**config.mk**
```make
export PLATFORM = sky130hd
export DESIGN_NAME = ljpf_queue
export DESIGN_NICKNAME = d
export VERILOG_FILES = /design/src/ljpf_queue.sv
export SDC_FILE = /design/constraint.sdc
export NUM_CORES = 1
export LEC_CHECK = 0
export ABC_AREA = 1
export BUFFER_PORTS_ARGS = -buffer_cell sky130_fd_sc_hd__buf_4
export CAP_MARGIN = 10
export CORE_MARGIN = 8
export CORE_UTILIZATION = 30
export DETAILED_ROUTE_END_ITERATION = 10
export GPL_TIMING_DRIVEN = 0
export PLACE_DENSITY = 0.58
export SYNTH_ARGS = -nofsm -noshare
export SYNTH_HDL_FRONTEND = slang
export SYNTH_SLANG_ARGS = --single-unit
export TNS_END_PERCENT = 30
```
**constraint.sdc**
```tcl
create_clock -name clk -period 1.76 [get_ports clk]
set_input_delay 0.088 -clock clk [delete_from_list [all_inputs] [get_ports clk]]
set_output_delay 0.088 -clock clk [all_outputs]
set_load 0.03 [all_outputs]
```
**src/ljpf_queue.sv**
```systemverilog
// Small first-in first-out queue of packed words.
// Used between the front and back parts and at the result side; no dependencies.
`default_nettype none
module ljpf_queue #(
  parameter int W     = 8,
  parameter int DEPTH = 2
) (
  input  wire logic         clk,
  input  wire logic         rst,
  input  wire logic         push,
  input  wire logic [W-1:0] din,
  output logic              full,
  input  wire logic         pop,
  output logic [W-1:0]      dout,
  output logic              empty
);
  localparam int PW = (DEPTH > 1) ? $clog2(DEPTH) : 1;

  logic [W-1:0] mem [DEPTH];
  logic [PW-1:0] wp, rp;
  logic [PW:0] cnt;
  logic do_push, do_pop;

  assign full = cnt == (PW+1)'(DEPTH);
  assign empty = cnt == '0;
  assign do_push = push && !full;
  assign do_pop = pop && !empty;
  assign dout = mem[rp];

  always_ff @(posedge clk) begin
    if (do_push) begin
      mem[wp] <= din;
    end
    if (rst) begin
      wp <= '0;
      rp <= '0;
      cnt <= '0;
    end else begin
      if (do_push) begin
        wp <= (wp == PW'(DEPTH - 1)) ? '0 : wp + PW'(1);
      end
      if (do_pop) begin
        rp <= (rp == PW'(DEPTH - 1)) ? '0 : rp + PW'(1);
      end
      if (do_push && !do_pop) begin
        cnt <= cnt + (PW+1)'(1);
      end else if (do_pop && !do_push) begin
        cnt <= cnt - (PW+1)'(1);
      end
    end
  end
endmodule
`default_nettype wire

```
==> flow_summary.toml <==
[cts]
path_clk_slew_ns = 0.11
cts_buffer_depth = 2
cts_setup_buffers = 0
cts_htree_levels = 1
cts_tree = "yes"
clock_sinks = 21
insertion_delay_ns = 0.29
cts_made_buffers = 3
cts_root_buf = "clkbuf_4"

[power_and_ir_drop]
clkPwrFrac = 0.144
p_sw_frac = 0.3559
sequentialPowerShare = 0.452
combPwrFrac = 0.404
vdd_ir_drop_max_uv = 720.9
leakagePower_uw = 0.0004619
p_switching_uw = 538.3
p_int_uw = 974.2
p_total_uw = 1513
powerDensity_mw_per_mm2 = 1337

[global_routing]
grt_max_degree = 12
gr-total-overflow = 0
grt.total_usage = 0.06227
grt_pass1_wl_um = 2187
antenna_found_initial = 0
grt_pass1_vias = 521

[sta]
hold_viol = 0
period_needed_ns = 1.564
rsz0062_at_grt = "false"
skew_ns = 0.004596
relSlewSlack = 0.5315
fin_tns_setup_ns = 0
hold_ws_ns = 0.07462
slew_violations = 0
worst_slack_ns = 0.1956
fmax_mhz = 639.2
worst_pin_slew_ns = 0.7002
period_share = 0.8889
finalSetupViolCount = 0

[worst_setup_path]
crit_path_start_kind = "register"
crit_path_end_kind = "register"
worstPathArrival_ns = 1.49
critical_path_required_ns = 1.69
r2r-end = "mem[1][7]"
crit_type = "reg2reg"
worstPathMaxFanout = 8
r2r_slack_ns = 0.20
rr_worst_depth = 2
r2r_start = "cnt[0]"

[routing]
num_vias = 528
drt_first_pass_iters = 4
wl_um = 1412
wl_per_cell_um = 11.21
drc = 0
ant_nets = 0
viasPerCell = 4.190
drt_iter0_markers = 15

[min_path]
hold_class = "in2reg"
min_to = "cnt[1]"
min_from = "rst"
holdPathStages = 4

[die]
core-area_mm2 = 0.002686
fp.dieH_um = 68.55
start_util = 0.3083
die_x_um = 68.55
row_count = 19
io_pins = 22
dieArea_mm2 = 0.004698

[cells_and_area]
final_util = 0.4211
area_delta_synth_final_pct = 36.56
antenna_cells = 0
nNetsFinal = 109
final_common_cell = "buf_4"
mostFrequentLayoutCells = "buf_4 (21), edfxtp_1 (16), nor2_1 (9)"
drive_gt1_frac = 0.4000

[synth]
yosysUniqueCellTypes = 16
avgSynthCellArea_um2 = 13.36
ys_seq_area_frac = 0.7009
ys_ff_latch = 21
syn-instance-count = 62
syn_area_um2 = 828.3
syn_nets = 75
yosysWarnings = 0

[placement]
gp_congestion = 0.6203
port_buffers = 21
hpwl_um = 1031
dp_slack_ns = 0.1621

[flow_run]
drv_cap = 0

[run_status]
run_status = "completed"
-- cell families after synthesis --
logic type	share of synthesized area
AO/OA/AOI/OAI	0.04531
adder cells (fa/ha/maj)	0.01510
buffers and inverters	0.04683
flip-flops	0.7009
multiplexers	0.1088
AND/OR/NAND/NOR	0.08307
-- state kept, by name (all words and copies together) (netlist names), named ones only --
signal	flops
cnt	2
rp	1
wp	1
mem	16
-- per-layer routing --
metal / up-vias / GRT usage / wire [um]
li1: 280 / - / -
met1: 233 / 0.07977 / 648
met2: 15 / 0.09292 / 611
met3: 0 / 0.02423 / 153
met4: 0 / 0.02302 / 0
met5: - / 0 / 0
-- power groups by stage --
stage / clock network [uW] / registers, uW / logic (uW)
2_1_floorplan: 0 / 685 / 425
3_3_place_gp: 0 / 693 / 602
3_5_place_dp: 0 / 695 / 605
4_1_cts: 227 / 684 / 623
5_1_grt: 252 / 693 / 672
6_report: 217 / 683 / 612
-- worst max path at each step --
stage / start / depth (start not counted) / slack (ns) / endpoint
after global placement: cnt[0] / 2 / 0.17 / mem[1][0]
after CTS: cnt[0] / 2 / 0.15 / mem[1][2]
final: cnt[0] / 2 / 0.20 / mem[1][7]
after global routing: cnt[0] / 2 / 0.04 / mem[0][0]
after detailed placement: cnt[0] / 2 / 0.16 / mem[1][1]
after floorplan: cnt[0] / 2 / 0.44 / mem[1][0]
-- through the flow --
step / instances / instance area, um^2
floorplan: 62 / 828.3
global placement: 114 / 1025
detailed placement: 114 / 1025
CTS: 126 / 1131
global route: 126 / 1131
finish: 126 / 1131
-- cell usage after synthesis (all sizes together) --
master / n / area share
nor2: 9 / 0.041
edfxtp: 16 / 0.58
and2: 1 / 0.011
a21oi: 1 / 0.0060
nand2: 4 / 0.018
nand3: 1 / 0.0060
inv: 9 / 0.041
o21ai: 5 / 0.039
buf: 1 / 0.0060
ha: 1 / 0.015
dfxtp: 5 / 0.12
nand4: 1 / 0.0076
mux2: 8 / 0.11
-- timing repair --
action,4_1_cts,5_1_grt
hold buffers,8,0
resized for setup,0,0
endpoints found under the hold margin,16,0
-- worst max-delay path, cell delays in order, from the launching register on --
cell	delay [ns]
dfxtp_1	0.51
o21ai_2	0.14
nor2_1	0.56
-- final cells by class --
class	count	area [um^2]
fillers	254	1555
flip-flops and latches	21	580.6
repair buffers	29	237.7
multi-input cells	31	209.0
well taps	31	38.79
inverters	9	33.78
clock buffers	4	26.28
plain buffers	1	5.005
No activity file was read; power rests on OpenSTA's default activity.
