==> src/ljpf_pkg.sv <==
// Shared types and codes for the Lennard-Jones pair force update block.
// Used by the front, back and top modules; depends on nothing else.
`default_nettype none
package ljpf_pkg;

  localparam logic [1:0] CMD_WRITE = 2'd0;
  localparam logic [1:0] CMD_PAIR  = 2'd1;
  localparam logic [1:0] CMD_READ  = 2'd2;

  localparam logic [1:0] ST_DONE  = 2'd0;
  localparam logic [1:0] ST_ORDER = 2'd1;
  localparam logic [1:0] ST_ZERO  = 2'd2;
  localparam logic [1:0] ST_SAT   = 2'd3;

  localparam logic [2:0] REG_EPSILON     = 3'd0;
  localparam logic [2:0] REG_SIGMA_POW6  = 3'd1;
  localparam logic [2:0] REG_SIGMA_POW12 = 3'd2;
  localparam logic [2:0] REG_STEP_SIZE   = 3'd3;
  localparam logic [2:0] REG_PIN         = 3'd4;
  localparam logic [2:0] REG_CHAIN_LEN   = 3'd5;
  localparam logic [2:0] REG_FORCE_LIMIT = 3'd6;

  typedef enum logic [1:0] {
    OP_NOP   = 2'd0,
    OP_WRITE = 2'd1,
    OP_READ  = 2'd2,
    OP_PAIR  = 2'd3
  } op_t;

  typedef struct packed {
    logic [31:0] epsilon;
    logic [31:0] sigma_pow6;
    logic [31:0] sigma_pow12;
    logic [31:0] step_size;
    logic [31:0] force_limit;
    logic        pin_endpoints;
    logic [10:0] chain_length;
  } cfg_t;

  typedef struct packed {
    op_t         op;
    logic [1:0]  status;
    logic [10:0] index_a;
    logic [10:0] index_b;
    logic [31:0] x;
    logic [31:0] y;
    logic [31:0] z;
    logic        move_a;
    logic        move_b;
  } desc_t;

  typedef struct packed {
    logic [31:0] x;
    logic [31:0] y;
    logic [31:0] z;
    logic [1:0]  status;
  } res_t;

endpackage
`default_nettype wire

==> src/ljpf_queue.sv <==
// Small first-in first-out queue of packed words.
// Used between the front and back parts and at the result side; no dependencies.
`default_nettype none
module ljpf_queue #(
  parameter int W     = 8,
  parameter int DEPTH = 2
) (
  input  wire logic         clk,
  input  wire logic         rst,
  input  wire logic         push,
  input  wire logic [W-1:0] din,
  output logic              full,
  input  wire logic         pop,
  output logic [W-1:0]      dout,
  output logic              empty
);
  localparam int PW = (DEPTH > 1) ? $clog2(DEPTH) : 1;

  logic [W-1:0] mem [DEPTH];
  logic [PW-1:0] wp, rp;
  logic [PW:0] cnt;
  logic do_push, do_pop;

  assign full = cnt == (PW+1)'(DEPTH);
  assign empty = cnt == '0;
  assign do_push = push && !full;
  assign do_pop = pop && !empty;
  assign dout = mem[rp];

  always_ff @(posedge clk) begin
    if (do_push) begin
      mem[wp] <= din;
    end
    if (rst) begin
      wp <= '0;
      rp <= '0;
      cnt <= '0;
    end else begin
      if (do_push) begin
        wp <= (wp == PW'(DEPTH - 1)) ? '0 : wp + PW'(1);
      end
      if (do_pop) begin
        rp <= (rp == PW'(DEPTH - 1)) ? '0 : rp + PW'(1);
      end
      if (do_push && !do_pop) begin
        cnt <= cnt + (PW+1)'(1);
      end else if (do_pop && !do_push) begin
        cnt <= cnt - (PW+1)'(1);
      end
    end
  end
endmodule
`default_nettype wire

==> src/ljpf_front.sv <==
// Front part: accepts items, decodes and checks them, and queues a descriptor.
// Depends on ljpf_pkg and ljpf_queue.
`default_nettype none
module ljpf_front import ljpf_pkg::*; #(
  parameter int PARTICLES = 2048
) (
  input  wire logic        clk,
  input  wire logic        rst,
  input  cfg_t             cfg,
  input  wire logic        push,
  output logic             full,
  input  wire logic [1:0]  cmd,
  input  wire logic [10:0] index_a,
  input  wire logic [10:0] index_b,
  input  wire logic [31:0] in_x,
  input  wire logic [31:0] in_y,
  input  wire logic [31:0] in_z,
  input  wire logic        q_pop,
  output desc_t            q_dout,
  output logic             q_empty
);
  desc_t dsc;
  logic a_ok, b_ok;
  logic [12:0] n13;

  function automatic logic pinned(input logic [10:0] idx, input logic [12:0] n);
    logic [12:0] i;
    i = {2'b00, idx};
    return i == 13'd0 || i == n - 13'd1 || i == n || i == (n << 1) - 13'd1;
  endfunction

  assign n13 = {2'b00, cfg.chain_length};
  assign a_ok = {21'b0, index_a} < 32'(PARTICLES);
  assign b_ok = {21'b0, index_b} < 32'(PARTICLES);

  always_comb begin
    dsc.op = OP_NOP;
    dsc.status = ST_DONE;
    dsc.index_a = index_a;
    dsc.index_b = index_b;
    dsc.x = in_x;
    dsc.y = in_y;
    dsc.z = in_z;
    dsc.move_a = !(cfg.pin_endpoints && pinned(index_a, n13));
    dsc.move_b = !(cfg.pin_endpoints && pinned(index_b, n13));
    case (cmd)
      CMD_WRITE: begin
        if (a_ok) dsc.op = OP_WRITE;
      end
      CMD_READ: begin
        if (a_ok) dsc.op = OP_READ;
      end
      CMD_PAIR: begin
        if (index_b <= index_a || !a_ok || !b_ok) begin
          dsc.status = ST_ORDER;
        end else begin
          dsc.op = OP_PAIR;
        end
      end
      default: dsc.op = OP_NOP;
    endcase
  end

  ljpf_queue #(.W($bits(desc_t)), .DEPTH(2)) u_q (
    .clk(clk), .rst(rst), .push(push), .din(dsc), .full(full),
    .pop(q_pop), .dout(q_dout), .empty(q_empty)
  );
endmodule
`default_nettype wire

==> config.mk <==
export PLATFORM = sky130hd
export DESIGN_NAME = ljpf_front
export DESIGN_NICKNAME = d
export VERILOG_FILES = /design/src/ljpf_pkg.sv /design/src/ljpf_queue.sv /design/src/ljpf_front.sv
export SDC_FILE = /design/constraint.sdc
export NUM_CORES = 1
export LEC_CHECK = 0
export BUFFER_PORTS_ARGS = -buffer_cell sky130_fd_sc_hd__buf_2
export CAP_MARGIN = 20
export CORE_AREA = 5 5 134 200
export DETAILED_ROUTE_END_ITERATION = 16
export DIE_AREA = 0 0 139 205
export PLACE_DENSITY_LB_ADDON = 0.12
export SYNTH_ARGS = -nofsm -noshare
export SYNTH_HDL_FRONTEND = slang
export SYNTH_SLANG_ARGS = --single-unit
==> constraint.sdc <==
create_clock -name clk -period 6.2 [get_ports clk]
set_input_delay 0.62 -clock clk [delete_from_list [all_inputs] [get_ports clk]]
set_output_delay 0.62 -clock clk [all_outputs]
set_load 0.01 [all_outputs]
==> metrics.md, run 1 <==
| Metric | Value |
|---|---|
| Die footprint | `about 28000 um2` |
| Max stage delay cell, worst path | `dfxtp_4` |
| Top cell type by total area after synthesis | `edfxtp_1` |
| Clk pwr share | `about 30%` |
| Comb pwr share | `24.5%` |
| Number of hold buffers added after CTS | `0` |
| Cell Pwr Density | `380.4 nW/um2` |
| Worst Skew | `around 9.3 ps` |
| # rows | `71` |
| GPL Wtd Cong | `approximately 0.9` |
| Starting DRT DRC Count | `about 340` |
| TritonCTS clock tree | `yes` |
| Startpoint class of the critical path | `register` |
| Most frequent cells in the layout | `260 x buf_2, 246 x edfxtp_1, 124 x mux2_2, 46 x xnor2_1, 25 x clkbuf_16` |
| Hold depth | `1` |
| CTS Buffer Depth | `3` |
| P_int | `between 3 and 4 mW` |
| Initial core utilization | `43.18%` |
| WP data required | `around 5600 ps` |
| Global Route Usage Sum | `17.55%` |
| Switching Share | `around 28%` |
| Mapped Cells | `between 600 and 700` |
| Mapped Area | `approximately 11000 um2` |
| PortBufs | `between 200 and 300` |
| Hold Path Class | `primary input to register` |
| Max Clk Rate | `about 290 MHz` |
| Post-route ant nets | `0` |
| Gr ovfl total | `0` |
| Die X | `roughly 140 um` |
| Min-Delay Endpoint | `u_q.mem[0][82]$_DFFE_PP_` |
| Via density | `approximately 5.2` |
| Area share of the largest cell type after synthesis | `approximately 69%` |
| Pleak | `4.818 nW` |
| First-pass GRT wire length | `around 38000 um` |
| Post-CTS sizing | `0` |
| Pre-antenna DRT Iters | `4` |
| Fillers | `roughly 2200` |
| Reg clk slew, reported paths | `around 70 ps` |
| Number of synthesized flops with an enable pin | `246` |
| Worst-Skew Late Latency | `510 ps` |
| RSZ-0062 raised after global routing | `no` |
| Delay-heaviest family, CP | `flip-flops` |
| Slew of the pin with the lowest slew margin | `about 1100 ps` |
| Largest net degree at the start of global routing | `78` |
| R2R Setup Slk | `between 3000 and 4000 ps` |
| YS warnings | `0` |
| # Post-CTS Setup Buffers | `0` |
| Maximum VDD drop | `approximately 220 uV` |
| Via count | `between 6000 and 7000` |
| Max-slew violations | `0` |
| Clock Sinks | `between 200 and 300` |
| Synth top area cells | `edfxtp_1 69%, mux2_2 13%, xnor2_1 3.8%` |
| Synth Net Count | `968` |
| Layout area overhead | `22.43%` |
| Drt total wl | `about 26000 um` |
| Reg-to-Reg End | `u_q.mem[1][104]$_DFFE_PP_` |
| Final setup vio count | `0` |
| Final HPWL from detailed placement | `approximately 18000 um` |
| Vias in the first global route | `between 6000 and 7000` |
| Critical path type | `register to output port` |
| Worst-path maximum fanout | `70` |
| Htree depth | `1` |
| CTS Buf Count | `24` |
| Register-to-Register Path Depth | `3` |
| Flops & latches, synth | `around 250` |
| Most common cell after layout, fill and taps aside | `buf_2` |
| CP cell instances | `buf_4 -> mux2_2 -> buf_2` |
| Slew headroom | `between 20% and 30%` |
| Worst hold start | `in_x[16]` |
| Root Buffer | `clkbuf_16` |
| Fin nets | `1223` |
| Core area | `roughly 25000 um2` |
| Outcome | `finished, final reports clean` |
| WL per Instance | `20.64 um` |
| Synth Flop Type | `edfxtp_1` |
| Crit path DAT | `approximately 2900 ps` |
| Final hold vios | `0` |
| Async S/R FF share, synth | `0%` |
| Final period util | `between 50% and 60%` |
| CP peak stage delay | `a little under 1000 ps` |
| Worst path buffer plus inverter count | `2` |
| Drt drc | `0` |
| Max cap viols | `0` |
| Reg2Reg Launch Point | `u_q.cnt[0]$_SDFFE_PP0P_` |
| Ports | `roughly 420` |
| Part of the power in registers | `between 40% and 50%` |
| Setup tns final | `0 ps` |
| Proportion of layout cells with a drive suffix above 1 | `a little under half` |
| Antenna violations before repair | `5` |
| Crit path capture type | `output port` |
| Die Y-Extent | `between 200 and 250 um` |
| Syn Area/Cell | `around 16 um2` |
| Hold slack | `roughly 290 ps` |
| Period minus WS final | `around 3500 ps` |
| Post-synthesis sequential area ratio | `69.71%` |
| Unique cell type count in the Yosys netlist | `between 50 and 60` |
| Net Switching | `about 1.4 mW` |
## power groups by stage
stage / Clock (mW) / Combinational [mW] / Sequential [mW]
3_3_place_gp: 0 / 1.25 / 2.32
3_5_place_dp: 0 / 1.25 / 2.33
6_report: 1.49 / 1.23 / 2.29
4_1_cts: 1.54 / 1.26 / 2.29
5_1_grt: 1.60 / 1.33 / 2.32
2_1_floorplan: 0 / 0.801 / 2.27
## worst max-delay path by stage
stage	from	end	slack, ps	cells after the start
6_report	register	q_dout[100]	2700	3
3_5_place_dp	cfg[0]	u_q.mem[1][0]$_DFFE_PP_	2820	9
4_1_cts	register	q_dout[116]	2600	3
5_1_grt	register	q_dout[94]	2520	3
3_3_place_gp	cfg[0]	u_q.mem[0][0]$_DFFE_PP_	2800	9
2_1_floorplan	push	u_q.mem[0][0]$_DFFE_PP_	1850	2
## cell usage after synthesis, types with 6 or more instances
master and number:
nand2_1 14, xor2_1 16, nor2_1 22, a21oi_1 15
edfxtp_1 246, mux2_2 124, nand4_1 6, ha_1 13
nand2b_1 6, clkbuf_1 23, xnor2_1 46, nor4_1 8
nand3_1 10, o21ai_0 21, nor3_1 11, inv_1 17
buf_2 6
## layout make-up
cell class / instances / area [um2] / area share (%)
Clock inverter: 12 / 155.1 / 1.180
Inverter: 17 / 63.81 / 0.4853
Sequential cell: 251 / 7491 / 56.97
Multi-Input combinational cell: 356 / 3048 / 23.18
Antenna cell: 2 / 5.005 / 0.03806
Tap cell: 328 / 410.4 / 3.121
Timing Repair Buffer: 264 / 1331 / 10.12
Clock buffer: 30 / 644.4 / 4.901
## flip-flops by register name (all words and copies together) (netlist names), named ones only
register and count:
u_q.mem 246, u_q.cnt 2, u_q.rp 1, u_q.wp 1
## kinds of logic (layout without fill, tap and decap cells)
kind of cell | Yosys count | count (layout) | synth area share (%)
multiplexers | 124 | 124 | 13.00
adder cells (fa/ha/maj) | 13 | 13 | 1.514
AO/OA/AOI/OAI | 58 | 58 | 3.390
other | 1 | 3 | 0.03492
buffers and inverters | 52 | 323 | 2.027
AND/OR/NAND/NOR | 96 | 96 | 4.835
XOR/XNOR | 64 | 64 | 5.487
flip-flops | 251 | 251 | 69.71
## per-layer routing
layer  vias up  share of wire, %  track usage, %
met4         6               3.9           8.252
met3        62               8.1           4.904
met5         -              0.12               0
met2       298                47           28.84
met1      3153                41           21.52
li1       3021                 -               -
## per-stage QoR
stage	instance area (um2)	util (%)	total power, mW	worst slack, ps	std cells
after floorplan	10740	-	3.072	1850	659
after global placement	12340	49.63	3.564	2803	1216
after detailed placement	12340	49.63	3.576	2822	1216
after CTS	13140	52.84	5.085	2598	1258
after global routing	13150	52.86	5.246	2524	1260
final	13150	52.86	5.001	2696	1260
Note: power is estimated with default switching activity, not from simulation.
==> run 2: changes to the inputs <==
Clock period 6.2 ns to 3.1 ns, I/O delays scaled along.
==> metrics.md, run 2 (synthesis gave the netlist of run 1 again) <==
| Metric | Value |
|---|---|
| CTS Buffer Depth | `3 (unchanged)` |
| GPL Wtd Cong | `0.8907 (was 0.9026)` |
| Largest net degree at the start of global routing | `74 (was 78)` |
| First-pass GRT wire length | `41320 um (was 38400 um)` |
| Worst Skew | `4.954 ps (was 9.323 ps)` |
| Final setup vio count | `0 (unchanged)` |
| Cell Pwr Density | `707.9 nW/um2 (was 380.4 nW/um2)` |
| Global Route Usage Sum | `18.41% (was 17.55%)` |
| Startpoint class of the critical path | `register (unchanged)` |
| Htree depth | `1 (unchanged)` |
| Hold Path Class | `primary input to register (unchanged)` |
| CP cell instances | `buf_4 -> mux2_2 -> buf_2 (unchanged)` |
| Largest Register | `u_q.mem (unchanged)` |
| Starting DRT DRC Count | `302 (was 342)` |
| Drt total wl | `26860 um (was 26000 um)` |
| Die Y-Extent | `205 um (unchanged)` |
| Max-slew violations | `0 (unchanged)` |
| Ant. Diodes | `0 (was 2)` |
| Proportion of layout cells with a drive suffix above 1 | `42.33% (was 45.81%)` |
| Gr ovfl total | `0 (unchanged)` |
| Maximum VDD drop | `527.0 uV (was 223.8 uV)` |
| Clock Sinks | `251 (unchanged)` |
| Worst-Skew Late Latency | `510 ps (about the same)` |
| Initial core utilization | `43.18% (unchanged)` |
| Antenna violations before repair | `0 (was 5)` |
| Max cap viols | `0 (unchanged)` |
| Max stage delay cell, worst path | `dfxtp_4 (unchanged)` |
| Root Buffer | `clkbuf_16 (unchanged)` |
| Crit path DAT | `2170 ps (was 2880 ps)` |
| Pre-antenna DRT Iters | `4 (unchanged)` |
| Drt drc | `0 (unchanged)` |
| Final period util | `80.08%` |
| Worst-path maximum fanout | `42 (was 70)` |
| Ports | `422 (unchanged)` |
| Outcome | `finished, final reports clean (unchanged)` |
| CP peak stage delay | `750 ps (was 990 ps)` |
| TritonCTS clock tree | `yes (unchanged)` |
| Largest regs | `u_q.mem (246), u_q.cnt (2) (unchanged)` |
| Die footprint | `28500 um2 (unchanged)` |
| Pleak | `5.272 nW (was 4.818 nW)` |
| Vias in the first global route | `7242 (was 6691)` |
| Placed cells | `1226 (was 1216)` |
| Via count | `6896 (was 6540)` |
| Largest register FFs | `246 (unchanged)` |
| # rows | `71 (unchanged)` |
| WL per Instance | `19.67 um (was 20.64 um)` |
| Fin nets | `1329 (was 1223)` |
| Crit path capture type | `output port (unchanged)` |
| Period minus WS final | `2482 ps` |
| Critical path type | `register to output port (unchanged)` |
| Post-route ant nets | `0 (unchanged)` |
| Most common cell after layout, fill and taps aside | `buf_2 (unchanged)` |
| Slew of the pin with the lowest slew margin | `836.6 ps (was 1122 ps)` |
| WP data required | `2790 ps (was 5580 ps)` |
| Core area | `24870 um2 (unchanged)` |
| Layout area overhead | `32.23% (was 22.43%)` |
| Most frequent cells in the layout | `260 x buf_2, 246 x edfxtp_1, 124 x mux2_2, 96 x dlygate4sd3_1, 46 x xnor2_1 (was 260 x buf_2, 246 x edfxtp_1, 124 x mux2_2, 46 x xnor2_1, 25 x clkbuf_16)` |
| Non-filler instance count after layout | `1365 (was 1260)` |
| Setup tns final | `0 ps (unchanged)` |
| Final HPWL from detailed placement | `18910 um (was 18200 um)` |
| Slew headroom | `43.80% (was 25.19%)` |
| Die X | `139 um (unchanged)` |
| CTS Buf Count | `24 (unchanged)` |
| PortBufs | `260 (unchanged)` |
| Via density | `5.052 (was 5.190)` |
| RSZ-0062 raised after global routing | `no (unchanged)` |
| Max Clk Rate | `402.8 MHz` |
| Final hold vios | `0 (unchanged)` |
| Reg clk slew, reported paths | `60 ps (was 70 ps)` |
[run 2: timing repair]
action | in CTS | in global routing
endpoints found under the hold margin | 192 | 0
hold buffers | 96 | 0
buffers inserted | 0 | 0
gates resized for setup | 0 | 0
[run 2: power by group]
part	internal, mW	total, mW	leakage (nW)	switching [mW]
logic	1.26	2.70	2.58	1.45
clock network	1.65	2.83	0.369	1.18
registers	4.33	4.52	2.33	0.189
total	7.24	10.1	5.27	2.82
[run 2: metrics by stage]
step                      area (um2)  setup slack, ps  hold slack (ps)  power, mW  utilization [%]
final                          14200            617.6            30.18      10.05            57.10
after floorplan                10750            200.2            379.1      6.113                -
after CTS                      14200            536.0            3.189      10.19            57.10
after detailed placement       12480            344.0            486.6      7.231            50.18
after global placement         12480            330.4            485.3      7.211            50.18
after global routing           14200            486.6            29.33      10.55            57.10
[run 2: cell type report]
class / count / area, um2
fillers: 2077 / 10670
flip-flops and latches: 251 / 7491
multi-input cells: 356 / 3048
repair buffers: 370 / 2430
clock buffers: 33 / 655.6
well taps: 328 / 410.4
clock inverters: 10 / 103.9
inverters: 17 / 63.81
[run 2: final timing paths]
check             slack [ps]               startpoint  cells past startpoint                  endpoint
setup / recovery         620                 register                      3               q_dout[108]
hold reg to reg          500      u_q.rp$_SDFFE_PP0P_                      2                  register
setup reg to reg        1280  u_q.cnt[0]$_SDFFE_PP0P_                      4  u_q.mem[0][57]$_DFFE_PP_
hold / removal            30                      rst                      2                  register
[run 2: worst max-delay path, delay by kind of cell (launching register included)]
kind	cells	cell delay, ps
buffers and inverters	2	510
DFF	1	750
muxes	1	370
[run 2: routing by layer]
layer  global-route usage (%)  up-vias  share of wire, %
met5                        0        -                 0
met4                    5.804        0               2.3
met3                    5.465       38               8.4
met2                    30.65      280                49
met1                    23.29     3348                41
li1                         -     3230                 -
==> run 3: changes to the inputs <==
Settings changed: CORE_AREA 5 5 134 200 to 5 5 161 163, DIE_AREA 0 0 139 205 to 0 0 166 168.
Clock period 3.1 ns to 2.51 ns, I/O delays scaled along.
==> metrics.md, run 3 (synthesis gave the netlist of run 1 again) <==
| Metric | Value |
|---|---|
| Largest regs | `u_q.mem (246), u_q.cnt (2) (unchanged)` |
| Cell Pwr Density | `870.8 nW/um2 (was 707.9 nW/um2)` |
| Top layer in use | `met4 (unchanged)` |
| Non-filler instance count after layout | `1392 (was 1365)` |
| GPL Wtd Cong | `0.8938 (was 0.8907)` |
| Max cap viols | `0 (unchanged)` |
| CP peak stage delay | `570 ps (was 750 ps)` |
| Most common cell after layout, fill and taps aside | `buf_2 (unchanged)` |
| Dpl ws | `-13.37 ps (was 344.0 ps)` |
| Final period util | `roughly 91%` |
| Max Clk Rate | `around 440 MHz` |
| Placed cells | `1244 (was 1226)` |
| Core area | `24180 um2 (was 24870 um2)` |
| Vias in the first global route | `7260 (was 7242)` |
| Net Switching | `3.549 mW (was 2.818 mW)` |
| Worst hold start | `index_a[10] (was rst)` |
| Worst-Skew Late Latency | `530 ps (was 510 ps)` |
| Largest register FFs | `246 (unchanged)` |
| Startpoint class of the critical path | `register (unchanged)` |
| Delay-heaviest family, CP | `flip-flops (unchanged)` |
| Reg clk slew, reported paths | `60 ps (about the same)` |
| Clk pwr share | `28.6% (was 28.1%)` |
| Slew headroom | `56.31% (was 43.80%)` |
| Hold depth | `1 (was 2)` |
| Post-route ant nets | `0 (unchanged)` |
| Wire length on met3 | `2327 um (was 2249 um)` |
| Drt total wl | `26050 um (was 26860 um)` |
| Via density | `4.966 (was 5.052)` |
| Global Route Usage Sum | `18.07% (was 18.41%)` |
| Via count | `6912 (was 6896)` |
| Largest Register | `u_q.mem (unchanged)` |
| Critical path type | `register to output port (unchanged)` |
| Reg2Reg Launch Point | `u_q.cnt[0]$_SDFFE_PP0P_ (unchanged)` |
| Worst path buffer plus inverter count | `2 (unchanged)` |
| Starting DRT DRC Count | `352 (was 302)` |
| Outcome | `finished, final reports clean (unchanged)` |
| Crit path DAT | `2020 ps (was 2170 ps)` |
| CP cell instances | `buf_4 -> mux2_2 -> buf_2 (unchanged)` |
| WP data required | `2260 ps (was 2790 ps)` |
| Worst-path maximum fanout | `23 (was 42)` |
| Comb pwr share | `27.6% (was 26.9%)` |
| Initial core utilization | `44.42% (was 43.18%)` |
| Multi-input logic area | `3063 um2 (was 3048 um2)` |
| RSZ-0062 raised after global routing | `no (unchanged)` |
| Most frequent cells in the layout | `260 x buf_2, 246 x edfxtp_1, 124 x mux2_2, 99 x dlygate4sd3_1, 46 x xnor2_1 (was 260 x buf_2, 246 x edfxtp_1, 124 x mux2_2, 96 x dlygate4sd3_1, 46 x xnor2_1)` |
| CTS Buf Count | `27 (was 24)` |
| Die X | `166 um (was 139 um)` |
| Switching Share | `28.11% (was 28.02%)` |
| Fin nets | `1357 (was 1329)` |
| Htree depth | `1 (unchanged)` |
| Die Y-Extent | `168 um (was 205 um)` |
| Met2 wire len | `11450 um (was 13040 um)` |
| Gr ovfl total | `0 (unchanged)` |
| Setup WS post-layout | `237.5 ps (was 617.6 ps)` |
| Period minus WS final | `roughly 2300 ps` |
| Antenna violations before repair | `1 (was 0)` |
| Slew of the pin with the lowest slew margin | `650.4 ps (was 836.6 ps)` |
| Hold slack | `26.24 ps (was 30.18 ps)` |
| Final HPWL from detailed placement | `18120 um (was 18910 um)` |
| Ports | `422 (unchanged)` |
| Max stage delay cell, worst path | `dfxtp_4 (unchanged)` |
| Crit path capture type | `output port (unchanged)` |
| Part of the power in registers | `43.9% (was 45.0%)` |
| P_int | `9.077 mW (was 7.236 mW)` |
| Max-slew violations | `0 (unchanged)` |
| Maximum VDD drop | `631.0 uV (was 527.0 uV)` |
| PortBufs | `260 (unchanged)` |
| Crit path depth | `3 (unchanged)` |
| # rows | `57 (was 71)` |
| Final hold vios | `0 (unchanged)` |
| Register-to-Register Path Depth | `3 (was 4)` |
| Worst Skew | `14.46 ps (was 4.954 ps)` |
| Final setup vio count | `0 (unchanged)` |
| Die footprint | `27890 um2 (was 28500 um2)` |
| First-pass GRT wire length | `39960 um (was 41320 um)` |
| Layout area overhead | `35.00% (was 32.23%)` |
| Drt drc | `0 (unchanged)` |
| Hold Path Class | `primary input to register (unchanged)` |
| TritonCTS clock tree | `yes (unchanged)` |
| WL per Instance | `18.72 um (was 19.67 um)` |
| Root Buffer | `clkbuf_16 (unchanged)` |
| Clock Sinks | `251 (unchanged)` |
| CTS Buffer Depth | `3 (unchanged)` |
| Proportion of layout cells with a drive suffix above 1 | `43.58% (was 42.33%)` |
| Fillers | `1894 (was 2077)` |
| Met1 Wirelength | `11530 um (was 10940 um)` |
| Largest net degree at the start of global routing | `65 (was 74)` |
| Pre-antenna DRT Iters | `4 (unchanged)` |
| FF+latch area | `7492 um2 (was 7491 um2)` |
| Pleak | `5.429 nW (was 5.272 nW)` |
-- run 3: changes by cell type in the layout (fill, tap and decap cells not counted), sizes merged --
cell | before | now
clkinv | 7 | 4
clkbuf | 33 | 40
dlygate4sd3 | 96 | 99
inv | 17 | 19
bufinv | 2 | 1
buf | 274 | 296
diode | 0 | 1
-- run 3: cell type report --
class / count / area share (%)
Clock buffer: 40 / 4.997
Tap cell: 324 / 2.796
Timing Repair Buffer: 395 / 18.36
Clock inverter: 8 / 0.5868
Inverter: 17 / 0.4401
Antenna cell: 1 / 0.01726
Sequential cell: 251 / 51.67
Multi-Input combinational cell: 356 / 21.13
-- run 3: path summary, 6_finish.rpt --
kind / to / slack [ps]
min: u_q.mem[0][119]$_DFFE_PP_ / 30
max: q_dout[12] / 240
min reg2reg: register / 500
max reg2reg: u_q.mem[1][9]$_DFFE_PP_ / 790
-- run 3: layer usage --
layer | track usage, % | vias to the layer above
li1 | - | 3291
met1 | 25.14 | 3308
met2 | 27.79 | 267
met3 | 5.369 | 46
met4 | 5.273 | 0
met5 | 0 | -
-- run 3: through the flow --
step                      total power, mW  area, um2  TNS [ps]  utilization [%]
after floorplan                     7.567      10770    -34670                -
after global placement              8.991      12700         0            52.51
after detailed placement            9.019      12700    -26.72            52.51
after CTS                           12.81      14500         0            59.96
after global routing                13.26      14500         0            59.97
final                               12.63      14500         0            59.97
-- run 3: power by group through the flow --
| stage | logic, mW | registers [mW] | clock network [mW] |
|---|---|---|---|
| 2_1_floorplan | 2.00 | 5.57 | 0 |
| 3_3_place_gp | 3.39 | 5.60 | 0 |
| 3_5_place_dp | 3.38 | 5.64 | 0 |
| 4_1_cts | 3.54 | 5.55 | 3.72 |
| 5_1_grt | 3.77 | 5.59 | 3.90 |
| 6_report | 3.48 | 5.54 | 3.61 |
-- run 3: repair_timing --
action | CTS | global route
hold buffers | 99 | 0
setup buffers | 0 | 0
endpoints found under the hold margin | 201 | 0
resized for setup | 0 | 0
